[src/hw/rtl/sltfd_pkg.sv]
package sltfd_pkg;

  // Field widths
  localparam int unsigned BYTE_W = 8;
  localparam int unsigned LEN_W  = 16;
  localparam int unsigned KIND_W = 2;
  localparam int unsigned CFG_W  = 16;
  localparam int unsigned IDX_W  = 2;

  // Register map
  localparam logic [IDX_W-1:0] CFG_SYNC_WORD  = 2'd0;
  localparam logic [IDX_W-1:0] CFG_MAX_LENGTH = 2'd1;

  localparam logic [CFG_W-1:0] SYNC_WORD_RST  = 16'h0000;
  localparam logic [CFG_W-1:0] MAX_LENGTH_RST = 16'd10240;

  // Smallest legal length: the two type bytes
  localparam logic [LEN_W-1:0] MIN_LENGTH = 16'd2;

  // Byte kinds on the result channel
  localparam logic [KIND_W-1:0] KIND_TYPE  = 2'd0;
  localparam logic [KIND_W-1:0] KIND_DATA  = 2'd1;
  localparam logic [KIND_W-1:0] KIND_CHECK = 2'd2;

  // Queue between front and back
  localparam int unsigned Q_DEPTH = 4;
  localparam int unsigned Q_PTR_W = $clog2(Q_DEPTH);
  localparam int unsigned Q_CNT_W = $clog2(Q_DEPTH + 1);

  typedef enum logic [7:0] {
    PH_HUNT  = 8'b0000_0001,
    PH_SYNC2 = 8'b0000_0010,
    PH_LENLO = 8'b0000_0100,
    PH_LENHI = 8'b0000_1000,
    PH_TYPLO = 8'b0001_0000,
    PH_TYPHI = 8'b0010_0000,
    PH_DATA  = 8'b0100_0000,
    PH_CHECK = 8'b1000_0000
  } phase_t;

  typedef struct packed {
    logic [BYTE_W-1:0] data;
    logic [KIND_W-1:0] kind;
    logic              type_index;
    logic              last;
    logic              frame_ok;
    logic [LEN_W-1:0]  frame_length;
  } rec_t;

  // Queue status seen by the front and back
  typedef struct packed {
    logic full;
    logic empty;
  } q_status_t;

endpackage

[src/hw/rtl/sync_length_type_frame_deframer.sv]
// Channel | Direction | Handshake          | Payload
// input   | in        | in_valid/in_stall   | in_byte
// result  | out       | out_valid/out_stall | out_byte, out_byte_kind, out_type_index,
//         |           |                     | out_last, out_frame_ok, out_frame_length
// config  | in        | cfg_we              | cfg_index, cfg_wdata
//
// One byte is accepted per cycle while in_stall is low; the parser state updates
// in the cycle of acceptance. A result enters the queue at the accepting edge and
// moves to the output register when that register is empty or being taken.
// in_stall rises only when the four-entry queue is full, i.e. when out_stall has held
// the back end long enough; header bytes are also held then.
// rst_n is synchronous: parser hunts for the first sync byte, queue and output empty,
// sync_word clears and max_length returns to 10240.
module sync_length_type_frame_deframer (
  input  logic                          clk,
  input  logic                          rst_n,
  // configuration
  input  logic                          cfg_we,
  input  logic [sltfd_pkg::IDX_W-1:0]   cfg_index,
  input  logic [sltfd_pkg::CFG_W-1:0]   cfg_wdata,
  // received bytes
  input  logic                          in_valid,
  output logic                          in_stall,
  input  logic [sltfd_pkg::BYTE_W-1:0]  in_byte,
  // frame beats
  output logic                          out_valid,
  input  logic                          out_stall,
  output logic [sltfd_pkg::BYTE_W-1:0]  out_byte,
  output logic [sltfd_pkg::KIND_W-1:0]  out_byte_kind,
  output logic                          out_type_index,
  output logic                          out_last,
  output logic                          out_frame_ok,
  output logic [sltfd_pkg::LEN_W-1:0]   out_frame_length
);

  logic                 in_take;
  logic                 push;
  logic                 pop;
  sltfd_pkg::rec_t      push_rec;
  sltfd_pkg::rec_t      pop_rec;
  sltfd_pkg::q_status_t status;

  // Hold the input side only when the queue cannot take another beat
  assign in_stall = status.full;
  assign in_take  = in_valid && !status.full;

  // Front: sync hunt, length check, classify and XOR the frame bytes
  sltfd_front u_front (
    .clk      (clk),
    .rst_n    (rst_n),
    .cfg_we   (cfg_we),
    .cfg_index(cfg_index),
    .cfg_wdata(cfg_wdata),
    .in_take  (in_take),
    .in_byte  (in_byte),
    .push     (push),
    .push_rec (push_rec)
  );

  // Queue: decouple the parser from output back-pressure
  sltfd_queue u_queue (
    .clk     (clk),
    .rst_n   (rst_n),
    .push    (push),
    .push_rec(push_rec),
    .pop     (pop),
    .pop_rec (pop_rec),
    .status  (status)
  );

  // Back: registered result beat
  sltfd_back u_back (
    .clk             (clk),
    .rst_n           (rst_n),
    .status          (status),
    .pop_rec         (pop_rec),
    .pop             (pop),
    .out_valid       (out_valid),
    .out_stall       (out_stall),
    .out_byte        (out_byte),
    .out_byte_kind   (out_byte_kind),
    .out_type_index  (out_type_index),
    .out_last        (out_last),
    .out_frame_ok    (out_frame_ok),
    .out_frame_length(out_frame_length)
  );

endmodule

[src/hw/rtl/sltfd_front.sv]
module sltfd_front (
  input  logic                        clk,
  input  logic                        rst_n,
  input  logic                        cfg_we,
  input  logic [sltfd_pkg::IDX_W-1:0] cfg_index,
  input  logic [sltfd_pkg::CFG_W-1:0] cfg_wdata,
  input  logic                        in_take,
  input  logic [sltfd_pkg::BYTE_W-1:0] in_byte,
  output logic                        push,
  output sltfd_pkg::rec_t             push_rec
);

  logic [sltfd_pkg::CFG_W-1:0]  sync_word_r;
  logic [sltfd_pkg::CFG_W-1:0]  max_length_r;
  sltfd_pkg::phase_t            phase_r, phase_nxt;
  logic [sltfd_pkg::LEN_W-1:0]  remaining_r, remaining_nxt;
  logic [sltfd_pkg::BYTE_W-1:0] xor_r, xor_nxt;
  logic [sltfd_pkg::LEN_W-1:0]  length_r, length_nxt;
  logic [sltfd_pkg::LEN_W-1:0]  len_full;
  logic [sltfd_pkg::LEN_W-1:0]  rem_dec;
  logic                         first_hit;
  logic                         emit;

  always_ff @(posedge clk) begin
    if (!rst_n) begin
      sync_word_r  <= sltfd_pkg::SYNC_WORD_RST;
      max_length_r <= sltfd_pkg::MAX_LENGTH_RST;
    end else if (cfg_we) begin
      case (cfg_index)
        sltfd_pkg::CFG_SYNC_WORD:  sync_word_r  <= cfg_wdata;
        sltfd_pkg::CFG_MAX_LENGTH: max_length_r <= cfg_wdata;
        default: ;
      endcase
    end
  end

  assign len_full  = {in_byte, length_r[sltfd_pkg::BYTE_W-1:0]};
  assign rem_dec   = remaining_r - 16'd1;
  assign first_hit = (in_byte == sync_word_r[7:0]);

  always_comb begin
    phase_nxt     = phase_r;
    remaining_nxt = remaining_r;
    xor_nxt       = xor_r;
    length_nxt    = length_r;
    emit          = 1'b0;
    push_rec.data         = in_byte;
    push_rec.kind         = sltfd_pkg::KIND_TYPE;
    push_rec.type_index   = 1'b0;
    push_rec.last         = 1'b0;
    push_rec.frame_ok     = 1'b0;
    push_rec.frame_length = length_r;
    case (phase_r)
      sltfd_pkg::PH_HUNT: begin
        phase_nxt = first_hit ? sltfd_pkg::PH_SYNC2 : sltfd_pkg::PH_HUNT;
      end
      sltfd_pkg::PH_SYNC2: begin
        if (in_byte == sync_word_r[15:8]) begin
          phase_nxt = sltfd_pkg::PH_LENLO;
        end else begin
          phase_nxt = first_hit ? sltfd_pkg::PH_SYNC2 : sltfd_pkg::PH_HUNT;
        end
      end
      sltfd_pkg::PH_LENLO: begin
        length_nxt = {8'h00, in_byte};
        phase_nxt  = sltfd_pkg::PH_LENHI;
      end
      sltfd_pkg::PH_LENHI: begin
        length_nxt = len_full;
        if (len_full > max_length_r || len_full < sltfd_pkg::MIN_LENGTH) begin
          // Drop the frame; retry this byte as a first sync byte
          phase_nxt = first_hit ? sltfd_pkg::PH_SYNC2 : sltfd_pkg::PH_HUNT;
        end else begin
          remaining_nxt = len_full - sltfd_pkg::MIN_LENGTH;
          xor_nxt       = '0;
          phase_nxt     = sltfd_pkg::PH_TYPLO;
        end
      end
      sltfd_pkg::PH_TYPLO: begin
        xor_nxt   = in_byte;
        phase_nxt = sltfd_pkg::PH_TYPHI;
        emit      = 1'b1;
      end
      sltfd_pkg::PH_TYPHI: begin
        xor_nxt   = xor_r ^ in_byte;
        phase_nxt = (remaining_r == '0) ? sltfd_pkg::PH_CHECK : sltfd_pkg::PH_DATA;
        emit      = 1'b1;
        push_rec.type_index = 1'b1;
      end
      sltfd_pkg::PH_DATA: begin
        xor_nxt       = xor_r ^ in_byte;
        remaining_nxt = rem_dec;
        if (rem_dec == '0) begin
          phase_nxt = sltfd_pkg::PH_CHECK;
        end
        emit          = 1'b1;
        push_rec.kind = sltfd_pkg::KIND_DATA;
      end
      sltfd_pkg::PH_CHECK: begin
        phase_nxt         = sltfd_pkg::PH_HUNT;
        emit              = 1'b1;
        push_rec.kind     = sltfd_pkg::KIND_CHECK;
        push_rec.last     = 1'b1;
        push_rec.frame_ok = (in_byte == xor_r);
      end
      default: begin
        phase_nxt = sltfd_pkg::PH_HUNT;
      end
    endcase
  end

  assign push = in_take && emit;

  always_ff @(posedge clk) begin
    if (!rst_n) begin
      phase_r     <= sltfd_pkg::PH_HUNT;
      remaining_r <= '0;
      xor_r       <= '0;
      length_r    <= '0;
    end else if (in_take) begin
      phase_r     <= phase_nxt;
      remaining_r <= remaining_nxt;
      xor_r       <= xor_nxt;
      length_r    <= length_nxt;
    end
  end

endmodule

[src/hw/rtl/sltfd_queue.sv]
module sltfd_queue (
  input  logic                  clk,
  input  logic                  rst_n,
  input  logic                  push,
  input  sltfd_pkg::rec_t       push_rec,
  input  logic                  pop,
  output sltfd_pkg::rec_t       pop_rec,
  output sltfd_pkg::q_status_t  status
);

  sltfd_pkg::rec_t                 mem_r [sltfd_pkg::Q_DEPTH];
  logic [sltfd_pkg::Q_PTR_W-1:0]   wr_ptr_r, rd_ptr_r;
  logic [sltfd_pkg::Q_CNT_W-1:0]   count_r, count_nxt;

  assign status.full  = (count_r == sltfd_pkg::Q_CNT_W'(sltfd_pkg::Q_DEPTH));
  assign status.empty = (count_r == '0);
  assign pop_rec      = mem_r[rd_ptr_r];

  always_comb begin
    count_nxt = count_r;
    if (push && !pop) begin
      count_nxt = count_r + 1'b1;
    end else if (pop && !push) begin
      count_nxt = count_r - 1'b1;
    end
  end

  always_ff @(posedge clk) begin
    if (push) begin
      mem_r[wr_ptr_r] <= push_rec;
    end
  end

  always_ff @(posedge clk) begin
    if (!rst_n) begin
      wr_ptr_r <= '0;
      rd_ptr_r <= '0;
      count_r  <= '0;
    end else begin
      if (push) begin
        wr_ptr_r <= wr_ptr_r + 1'b1;
      end
      if (pop) begin
        rd_ptr_r <= rd_ptr_r + 1'b1;
      end
      count_r <= count_nxt;
    end
  end

endmodule

[src/hw/rtl/sltfd_back.sv]
module sltfd_back (
  input  logic                          clk,
  input  logic                          rst_n,
  input  sltfd_pkg::q_status_t          status,
  input  sltfd_pkg::rec_t               pop_rec,
  output logic                          pop,
  output logic                          out_valid,
  input  logic                          out_stall,
  output logic [sltfd_pkg::BYTE_W-1:0]  out_byte,
  output logic [sltfd_pkg::KIND_W-1:0]  out_byte_kind,
  output logic                          out_type_index,
  output logic                          out_last,
  output logic                          out_frame_ok,
  output logic [sltfd_pkg::LEN_W-1:0]   out_frame_length
);

  logic            valid_r;
  sltfd_pkg::rec_t rec_r;
  logic            load;

  // Refill the output register when it is empty or being taken
  assign load = !valid_r || !out_stall;
  assign pop  = load && !status.empty;

  always_ff @(posedge clk) begin
    if (!rst_n) begin
      valid_r <= 1'b0;
    end else if (load) begin
      valid_r <= !status.empty;
    end
  end

  always_ff @(posedge clk) begin
    if (pop) begin
      rec_r <= pop_rec;
    end
  end

  assign out_valid        = valid_r;
  assign out_byte         = rec_r.data;
  assign out_byte_kind    = rec_r.kind;
  assign out_type_index   = rec_r.type_index;
  assign out_last         = rec_r.last;
  assign out_frame_ok     = rec_r.frame_ok;
  assign out_frame_length = rec_r.frame_length;

endmodule

[config.mk]
export PLATFORM = sky130hd
export DESIGN_NAME = sync_length_type_frame_deframer
export DESIGN_NICKNAME = d
export VERILOG_FILES = /design/src/hw/rtl/sltfd_pkg.sv /design/src/hw/rtl/sync_length_type_frame_deframer.sv /design/src/hw/rtl/sltfd_front.sv /design/src/hw/rtl/sltfd_queue.sv /design/src/hw/rtl/sltfd_back.sv
export SDC_FILE = /design/constraint.sdc
export NUM_CORES = 1
export LEC_CHECK = 0
export ABC_AREA = 1
export BUFFER_PORTS_ARGS = -buffer_cell sky130_fd_sc_hd__buf_2
export CAP_MARGIN = 10
export CELL_PAD_IN_SITES_DETAIL_PLACEMENT = 2
export CELL_PAD_IN_SITES_GLOBAL_PLACEMENT = 2
export CORE_MARGIN = 5
export CORE_UTILIZATION = 35
export CTS_CLUSTER_DIAMETER = 80
export DETAILED_ROUTE_END_ITERATION = 12
export PLACE_DENSITY = 0.86
export SLEW_MARGIN = 20
export SYNTH_ARGS = -nofsm -noshare
export SYNTH_HDL_FRONTEND = slang
export SYNTH_SLANG_ARGS = --single-unit
export TNS_END_PERCENT = 20
[constraint.sdc]
create_clock -name clk -period 2.65 [get_ports clk]
set_input_delay 0.795 -clock clk [delete_from_list [all_inputs] [get_ports clk]]
set_output_delay 0.795 -clock clk [all_outputs]
set_load 0.02 [all_outputs]
## Yosys cells after proc, flatten, opt, wreduce, memory -nomap -nowiden

Memory sizes are Yosys's and may differ from the RTL's. A register that Yosys moved wholly into a read port is not among the register bits.
Index checks and enable logic that the tools add are counted.

- Register bits: 88
- Bits in writable memories: 116
- Output and inout bits: 31
- Memories kept: 1
- Word-level logic and storage cells: 86

- Bitwise operators: 2
- $add $sub $neg: 6
- Muxes and demuxes: 19
- $lt $le $gt $ge: 2
- Reductions and logical operators: 30
- Equality and inequality tests: 15

Memories:

| name | words | width | read ports | clocked after memory_dff | write ports | RTL line | text |
|---|---|---|---|---|---|---|---|
| u_queue.mem_r | 4 | 29 | 1 | 1 | 1 | sltfd_queue.sv:11 | `sltfd_pkg::rec_t mem_r [sltfd_pkg::Q_DEPTH];` |

Operator list:

| cell | number |
|---|---|
| case mux 16 bit (2 select lines) | 2 |
| case mux 8 bit (7 select lines) | 1 |
| two-way mux 8 bit | 5 |
| zero test 16 bit | 2 |
| == test 8 bit | 3 |
| case mux 8 bit (3 select lines) | 1 |
| > comparator 16 bit | 1 |
| < comparator 16 x 2 -> 1 bit, second input constant | 1 |
| two-way mux 16 bit | 1 |
| subtractor 16 x 1 -> 16 bit, second input constant | 1 |
| subtractor 16 x 2 -> 16 bit, second input constant | 1 |
| AND reduction 3 bit | 3 |
| == test 8 x 1 -> 1 bit, second input constant | 1 |
| == test 8 x 2 -> 1 bit, second input constant | 1 |
| == test 8 x 3 -> 1 bit, second input constant | 1 |
| == test 8 x 4 -> 1 bit, second input constant | 1 |
| == test 8 x 5 -> 1 bit, second input constant | 1 |
| == test 8 x 6 -> 1 bit, second input constant | 1 |
| == test 8 x 7 -> 1 bit, second input constant | 1 |
| == test 8 bit, second input constant | 1 |
| AND reduction 2 bit | 4 |
| XOR 8 bit | 1 |
| zero test 1 bit | 6 |
| two-way mux 3 bit | 2 |
| other kinds (19) | 31 |

## Longest topological paths before layout

Gate-level depths: netlist (run 1).

- Word-level depth: 8
- Gate-level depth with buffers: 19
- Mapped depth without buffers: 18

## By module

From an unflattened synthesis (run 1), not the netlist that was laid out.

- Cell total of the unflattened synthesis: 1,158
- Area total of the unflattened synthesis: 10,995.5 um^2

By module, submodules not included:

| module | times used | seq. area each (um^2) | cells an instance | area an instance (um^2) |
|---|---|---|---|---|
| sltfd_front | 1 | 1,601.5 | 783 | 5,176.2 |
| sltfd_queue | 1 | 3,663.5 | 339 | 4,897.2 |
| sltfd_back | 1 | 890.9 | 34 | 912.1 |
| sync_length_type_frame_deframer | 1 | 0.0 | 2 | 10.0 |

## Worst setup path after synthesis (run 1)

No wires, ideal clock.

- Path kind: flip-flop to flip-flop
- From: register u_front.phase_r[2]
- To: memory u_queue.mem_r[1][0] (netlist bit), enable pin
- Stages on the path, launching flop included: 10
- Data required time: 2.235 ns
- Path slack: -0.274 ns
- Path buffers: 0
- Arrival: 2.509 ns
- Clock period less this slack: 2.924 ns
- Path through: dfxtp_1 nor2_1 nand2_2 inv_2 nand4_4 nand2_2 nor3_1 nor2_1 inv_2 nor2_1

- Longest elaborated chain between the ends: 6

RTL lines:

| element | RTL line | text |
|---|---|---|
| start, declared | sltfd_front.sv:15 | `sltfd_pkg::phase_t phase_r, phase_nxt;` |
| start signal, assigned | sltfd_front.sv:116 | `phase_r <= sltfd_pkg::PH_HUNT;` |
| start signal, assigned | sltfd_front.sv:121 | `phase_r <= phase_nxt;` |
| == test 8 x 5 -> 1 bit (tied with other cells) | sltfd_front.sv:53 | `case (phase_r)` |
| OR reduction 4 bit (no source line) * | -- |  |
| two-way mux 1 bit * | sltfd_front.sv:53 |  |
| logical AND 1 bit * | sltfd_front.sv:112 | `assign push = in_take && emit;` |
| named net push | sync_length_type_frame_deframer.sv:37 | `logic push;` |
| two-way mux 1 bit * | sltfd_queue.sv:29 | `if (push) begin` |
| two-way mux 1 bit (implied by the code) * | sltfd_queue.sv:30 | `mem_r[wr_ptr_r] <= push_rec;` |
| end, declared | sltfd_queue.sv:11 |  |

Mark *: on every way through the listed nets, which the timed path passes. The rest lies on a longest branch.

## Worst setup path in the final report (run 1)

- From: register u_front.phase_r[2]
- To: register u_queue.count_r[2] (netlist bit)

- Longest elaborated chain between the ends: 7

RTL lines:

| element | RTL line | text |
|---|---|---|
| == test 8 x 5 -> 1 bit (tied with other cells) | sltfd_front.sv:53 |  |
| OR reduction 4 bit (no source line) * | -- |  |
| two-way mux 1 bit * | sltfd_front.sv:53 |  |
| logical AND 1 bit * | sltfd_front.sv:112 |  |
| named net push | sync_length_type_frame_deframer.sv:37 |  |
| zero test 1 bit | sltfd_queue.sv:23 | `end else if (pop && !push) begin` |
| logical AND 1 bit | sltfd_queue.sv:23 |  |
| nonzero test 2 bit (no source line) | -- |  |
| end signal, assigned | sltfd_queue.sv:46 | `count_r <= count_nxt;` |
| end, declared | sltfd_queue.sv:13 | `logic [sltfd_pkg::Q_CNT_W-1:0] count_r, count_nxt;` |

Marks and branches as above.
A chain may end at the register's enable or synchronous reset.

==> results.sh, run 1 <==
export IMPL_drv_cap=0
export IMPL_cts_max_path_buffers=3
export IMPL_routed_via_density=5.34
export IMPL_numCtsBuffers=26
export IMPL_cts_tree="yes"
export IMPL_gp_congestion=0.831
export IMPL_cp_end_kind="register"
export IMPL_finalSetupTns_ns=0
export IMPL_status="completed"
export IMPL_p_total_mw=11.4
export IMPL_rows=63
export IMPL_boundaryPins=62
export IMPL_synth_area_mm2=0.0106
export IMPL_syn_inst=1132
export IMPL_fin_worst_skew_ns=0.0136
export IMPL_finalWorstSetupSlack_ns=0.130
export IMPL_clk_latency_ns=0.54
export IMPL_cp_slowest_stage_delay_ns=0.39
export IMPL_fin_util_pct=42.1
export IMPL_stdcell_area_mm2=0.0125
export IMPL_htree_levels=1
export IMPL_first_pass_iters=4
export IMPL_numPortBuffers=61
export IMPL_wl_per_cell_um=23.4
export IMPL_synth_area_per_cell_um2=9.35
export IMPL_fin_cells=1626
export IMPL_path_buf_inv=2
export IMPL_core_mm2=0.0297
export IMPL_fin_crit_sh_pct=95.1
export IMPL_max_freq_mhz=397
export IMPL_r2r_slack_ns=0.13
export IMPL_setup_viol=0
export IMPL_placed_cells=1577
export IMPL_worstPathRequired_ns=3.07
export IMPL_grt_pass1_wl_um=57800
export IMPL_grt_max_degree=60
export IMPL_dp_slack_ns=-0.113
export IMPL_rsz0062_at_grt="false"
export IMPL_yosysSeqAreaShare_pct=57.8
export IMPL_cp_start_kind="register"
export IMPL_worst_path_max_delay_cell="fa_1"
export IMPL_wirelength_um=38100
export IMPL_arrival_ns=2.94
export IMPL_initial_core_util_pct=35.6
export IMPL_min_path_type="register to register"
export IMPL_p_leak_nw=5.07
export IMPL_grt_pass1_vias=9700
export IMPL_crit_family="simple AND/OR/NAND/NOR gates"
export IMPL_clock_sinks=233
export IMPL_worstSetupPathType="register to register"
export IMPL_ys_ff_latch=233
export IMPL_tightest_slew_ns=0.736
export IMPL_synth_net_count=1189
export IMPL_n_antenna_cell=0
export IMPL_antenna_found_initial=1
export IMPL_vias=8680
export IMPL_slew_viol_final=0
export IMPL_drive_gt1_share_pct=16.0
export IMPL_hold_viol=0
export IMPL_grt_overflow_total=0
export IMPL_place_area_mm2=0.0116
export IMPL_ys_warn_count=0
export IMPL_dr_first_iter_drc_count=522
export IMPL_path_cells="nor2_2, nand2_2, inv_2, nand4_2, nand2_2, nor3_1, nor2_1, ha_1, inv_1, fa_1, a21oi_1, o21ai_0, o21ai_1, a21oi_1"
export IMPL_yosysUniqueCellTypes=44
export IMPL_slew_headroom_pct=50.5
export IMPL_crit_fanout=4
export IMPL_post_route_min_period_ns=2.52
export IMPL_ir_drop_uv=525
export IMPL_dieArea_mm2=0.0338
export IMPL_power_density_mw_per_mm2=911
export IMPL_gr_usage_all_layers_pct=22.2
export IMPL_detail_route_antenna_nets=0
export IMPL_drc=0
export IMPL_hpwlAfterDp_um=25200
export IMPL_die_x_um=184
export IMPL_area_growth_pct=18.2
export IMPL_num_nets_final=1273
export IMPL_root_buffer="clkbuf_16"
export IMPL_hold_slack_ns=0.500
export IMPL_die_h_um=184
export IMPL_cts_hold_buffers=0
export IMPL_clkSlewWorstSetupHoldPaths_ns=0.06
cells in the final DEF, fill, tap and decap left out, types with 6 or more instances in the layout:
| cell | Yosys | routed |
|---|---|---|
| dfxtp_1 | 88 | 88 |
| nand3_1 | 34 | 34 |
| nand4_1 | 8 | 8 |
| buf_2 | 8 | 61 |
| nor2_1 | 188 | 181 |
| ha_1 | 25 | 25 |
| edfxtp_1 | 145 | 145 |
| inv_1 | 92 | 92 |
| a211oi_1 | 8 | 8 |
| o21ai_0 | 120 | 119 |
| nand2_2 | 9 | 9 |
| buf_4 | 0 | 37 |
| inv_2 | 16 | 16 |
| nor3_1 | 8 | 8 |
| a21oi_1 | 60 | 60 |
| o22ai_1 | 30 | 30 |
| nor2_4 | 7 | 7 |
| nand2_1 | 176 | 176 |
| xor2_1 | 19 | 19 |
| buf_12 | 0 | 6 |
| clkinv_1 | 2 | 6 |
| xnor2_1 | 13 | 13 |
| clkbuf_16 | 0 | 26 |
| nor2_2 | 4 | 11 |
where the power goes:
part           switching, mW  leakage [nW]  internal, mW
registers              0.171          2.10          4.36
clock network           1.56         0.447          2.41
logic                   2.07          2.53         0.824
routing by layer:
layer / GRT usage [%] / wire [µm] / share of wire [%] / vias to the layer above
li1: - / - / - / 3989
met5: 0 / 0 / 0 / -
met1: 26.0 / 15200 / 40 / 4377
met4: 7.57 / 1390 / 3.6 / 0
met3: 3.23 / 1560 / 4.1 / 86
met2: 41.2 / 20000 / 52 / 228
state kept, by name (all words and copies together) (netlist names), 3 cells and up:
register                 count
u_queue.mem_r              116
u_back.out_frame_length     16
u_front.xor_r                8
u_front.length_r            16
u_queue.count_r              3
u_front.phase_r              8
u_back.out_byte              8
u_front.remaining_r         16
u_front.sync_word_r         16
u_front.max_length_r        16
worst min-delay path, cell delays in order (launching register included):
cell and delay, ns:
dfxtp_1 0.30, inv_1 0.08, a21oi_1 0.07
logic make-up (layout without fill, tap and decap cells):
logic type	Yosys count	count (layout)	synth area share [%]
simple gates	452	452	18.8
flops	233	233	57.8
compound gates	230	230	11.6
buf+inv	158	262	5.91
xor+xnor	32	32	2.65
fa+ha+maj	26	26	3.15
mux	1	1	0.106
Yosys cell counts, drive strengths merged:
cell type / n / area share [%]
fa: 1 / 0.19
clkbuf: 37 / 1.3
nor3: 8 / 0.38
a22o: 1 / 0.083
a211oi: 8 / 0.57
ha: 25 / 3.0
edfxtp: 145 / 41
o21ai: 125 / 5.9
a21oi: 60 / 2.8
o211ai: 2 / 0.14
nor4: 7 / 0.61
clkinv: 2 / 0.071
or2: 1 / 0.059
xor2: 19 / 1.6
xnor2: 13 / 1.1
nor2: 199 / 7.7
nand2: 186 / 6.9
o31ai: 2 / 0.14
o22ai: 30 / 1.8
inv: 108 / 3.8
buf: 11 / 0.70
a21o: 1 / 0.071
nand4: 10 / 0.79
mux2: 1 / 0.11
nand3b: 2 / 0.26
a31oi: 1 / 0.059
and3: 1 / 0.059
dfxtp: 88 / 17
nand3: 38 / 2.1
final timing paths:
kind | to | startpoint | cells after the start
setup / recovery | u_queue.count_r[2] | u_front.phase_r[2] | 14
hold / removal | u_front.max_length_r[9] | u_front.max_length_r[9] | 2
setup reg to reg | u_queue.count_r[2] | u_front.phase_r[2] | 14
hold reg to reg | u_front.max_length_r[9] | u_front.max_length_r[9] | 2
final cells by class:
class	count	area [µm²]
timing repair buffer	104	703
sequential	233	6120
clock buffer	35	724
inverter	110	413
tap	390	488
multi-input combinational	741	3860
fill	3221	17200
clock inverter	13	203
repair_timing:
action,in CTS,in global routing
gates resized for setup,0,4
endpoints found under the setup margin,0,4
setup buffers,0,1
Power figures use the tool's default switching activity.
==> inputs of run 2 (changes only) <==
- PLACE_DENSITY: 0.86 -> unset
- PLACE_DENSITY_LB_ADDON: unset -> 0.2
- RECOVER_POWER: unset -> 100
- SYNTH_HIERARCHICAL: unset -> 1
==> run 2 against run 1 <==
Design area grew 2.4%. Core utilization is 1.2 points lower. Critical path depth decreased by 6.
==> results.sh, run 2 <==
export IMPL_yosysMostFrequentCell="nand2_1"
export IMPL_clk_latency_ns=0.54
export IMPL_synth_area_per_cell_um2=9.50
export IMPL_p_total_mw=11.2
export IMPL_routed_via_density=5.07
export IMPL_layout_commonest_cell="nand2_1"
export IMPL_post_route_min_period_ns=2.47
export IMPL_netlist_area_leader_share_pct=39.6
export IMPL_vias=8491
export IMPL_wirelength_um=34800
export IMPL_async_reset_ff_share_pct=0
export IMPL_drv_cap=0
export IMPL_grt_pass1_vias=9312
export IMPL_final_cell_mix="nand2_1 (193), nor2_1 (153), edfxtp_1 (145), o21ai_0 (101), inv_1 (99)"
export IMPL_dp_slack_ns=-0.124
export IMPL_r2r_slack_ns=0.18
export IMPL_tightest_slew_ns=1.28
export IMPL_crit_fanout=17
export IMPL_fin_cells=1674
export IMPL_slew_headroom_pct=14.9
export IMPL_setup_viol=0
export IMPL_die_h_um=187
export IMPL_drive_gt1_share_pct=17.0
export IMPL_synth_net_count=1215
export IMPL_ys_warn_count=6
export IMPL_synth_edf_count=145
export IMPL_fin_util_pct=40.9
export IMPL_yosysTopAreaCell="edfxtp_1"
export IMPL_yosys_top_cells_area="edfxtp_1 (40%), dfxtp_1 (16%), nand2_1 (6.6%)"
export IMPL_synth_area_mm2=0.0110
export IMPL_status="completed"
export IMPL_r2r_end="u_front/length_r[4]"
export IMPL_antenna_found_initial=0
export IMPL_wl_per_cell_um=20.8
export IMPL_worstPathRequired_ns=3.07
export IMPL_htree_levels=1
export IMPL_finalWorstSetupSlack_ns=0.177
export IMPL_ff2ff_path_depth=8
export IMPL_placed_cells=1620
export IMPL_power_density_mw_per_mm2=873
export IMPL_syn_inst=1158
export IMPL_area_growth_pct=16.5
export IMPL_hold_depth=1
export IMPL_arrival_ns=2.89
export IMPL_stdcell_area_mm2=0.0128
export IMPL_clock_sinks=235
export IMPL_numCtsBuffers=27
export IMPL_max_freq_mhz=404
export IMPL_netlist_top_cells_count="nand2_1 (194), nor2_1 (154), edfxtp_1 (145), o21ai_0 (100), inv_1 (99)"
export IMPL_die_x_um=187
export IMPL_first_pass_iters=5
export IMPL_hold_viol=0
export IMPL_hpwlAfterDp_um=24700
export IMPL_finalSetupTns_ns=0
export IMPL_core_mm2=0.0313
export IMPL_regMostFlops="u_queue/mem_r"
export IMPL_min_delay_start="u_queue/rd_ptr_r[1]"
export IMPL_worstSetupPathType="register to register"
export IMPL_root_buffer="clkbuf_16"
export IMPL_yosysSeqAreaShare_pct=56.0
export IMPL_clkSlewWorstSetupHoldPaths_ns=0.06
export IMPL_gr_usage_all_layers_pct=19.5
export IMPL_hold_slack_ns=0.451
export IMPL_detail_route_antenna_nets=0
export IMPL_grt_max_degree=66
export IMPL_ys_ff_latch=235
export IMPL_cp_end_kind="register"
export IMPL_grt_pass1_wl_um=54000
export IMPL_num_nets_final=1307
export IMPL_reg2reg_from="u_queue/count_r[2]"
export IMPL_dr_first_iter_drc_count=337
export IMPL_rows=65
export IMPL_slew_viol_final=0
export IMPL_boundaryPins=62
export IMPL_initial_core_util_pct=35.1
export IMPL_yosysUniqueCellTypes=46
export IMPL_cp_start_kind="register"
export IMPL_numPortBuffers=61
export IMPL_drc=0
export IMPL_cts_max_path_buffers=3
export IMPL_cts_tree="yes"
export IMPL_gp_congestion=0.807
export IMPL_largest_register_ffs=116
export IMPL_p_leak_nw=5.10
export IMPL_dieArea_mm2=0.0351
export IMPL_grt_overflow_total=0
export IMPL_min_path_type="register to register"
export IMPL_place_area_mm2=0.0120
export IMPL_fin_crit_sh_pct=93.3
export IMPL_ir_drop_uv=428
export IMPL_synth_top_flop_cell="edfxtp_1"
export IMPL_layout_filler_cells=3386
export IMPL_fin_worst_skew_ns=0.0227
## run 2: changes by cell type after synthesis, sizes merged, moves of 4 or more
cell	delta
xnor2	-4
a21oi	-4
o21ai	-13
clkbuf	-16
nor2	-7
a22oi	+8
clkinv	+6
buf	+26
nand3	+5
nand2	+19
nand4	+8
## run 2: worst max-delay path by stage
| stage | start | end | slack, ns |
|---|---|---|---|
| 2_1_floorplan | u_front/phase_r[2] | u_queue/count_r[2] | 0.006 |
| 3_3_place_gp | in_byte[7] | u_front/xor_r[2] | 0.004 |
| 3_5_place_dp | u_front/phase_r[3] | u_queue/count_r[2] | -0.12 |
| 4_1_cts | u_front/phase_r[3] | u_queue/count_r[2] | 0.02 |
| 5_1_grt | u_front/phase_r[0] | u_queue/count_r[2] | -0.01 |
| 6_report | u_queue/count_r[2] | u_front/length_r[4] | 0.18 |
## run 2: layout make-up
| type | instances | area [µm²] | share of cell area (%) |
|---|---|---|---|
| Sequential cell | 235 | 6160 | 48.1 |
| Inverter | 114 | 428 | 3.34 |
| Clock buffer | 33 | 698 | 5.45 |
| Multi-Input combinational cell | 751 | 4100 | 32.0 |
| Antenna cell | 1 | 2.50 | 0.0195 |
| Clock inverter | 17 | 149 | 1.16 |
| Tap cell | 402 | 503 | 3.93 |
| Timing Repair Buffer | 121 | 774 | 6.05 |
## run 2: cells by family after synthesis
logic type,synth area share (%)
AOI/OAI and AO/OA,11.9
xor gates and xnor gates,2.23
adders and majority gates,3.03
buffers and inverters,7.04
DFF,56.0
and+or+nand+nor,19.8
## run 2: report_power, final
group,internal (mW),switching (mW)
combinational,0.870,2.15
clock,2.07,1.48
sequential,4.41,0.191
total,7.36,3.82
## run 2: worst max-delay path, cell delays in order, from the launching register on
cell and delay (ns):
dfxtp_1 0.36, inv_1 0.07, nor3_1 0.22, nor2_2 0.10, clkbuf_2 0.39, nand2_1 0.26
clkbuf_1 0.58, a21oi_1 0.12, a211oi_1 0.25
## run 2: metal layers
metal / vias up / GRT usage (%) / wire, µm / share of wire [%]
li1: 4074 / - / - / -
met1: 4272 / 25.1 / 15600 / 45
met2: 109 / 35.6 / 17700 / 51
met3: 36 / 2.33 / 999 / 2.9
met4: 0 / 3.58 / 480 / 1.4
met5: - / 0 / 0 / 0
## run 2: repair_timing
action,4_1_cts,5_1_grt
pin swaps,0,1
endpoints found under the setup margin,2,2
gates resized for setup,2,4
cloned,0,0
setup buffers,0,3
hold buffers,0,0
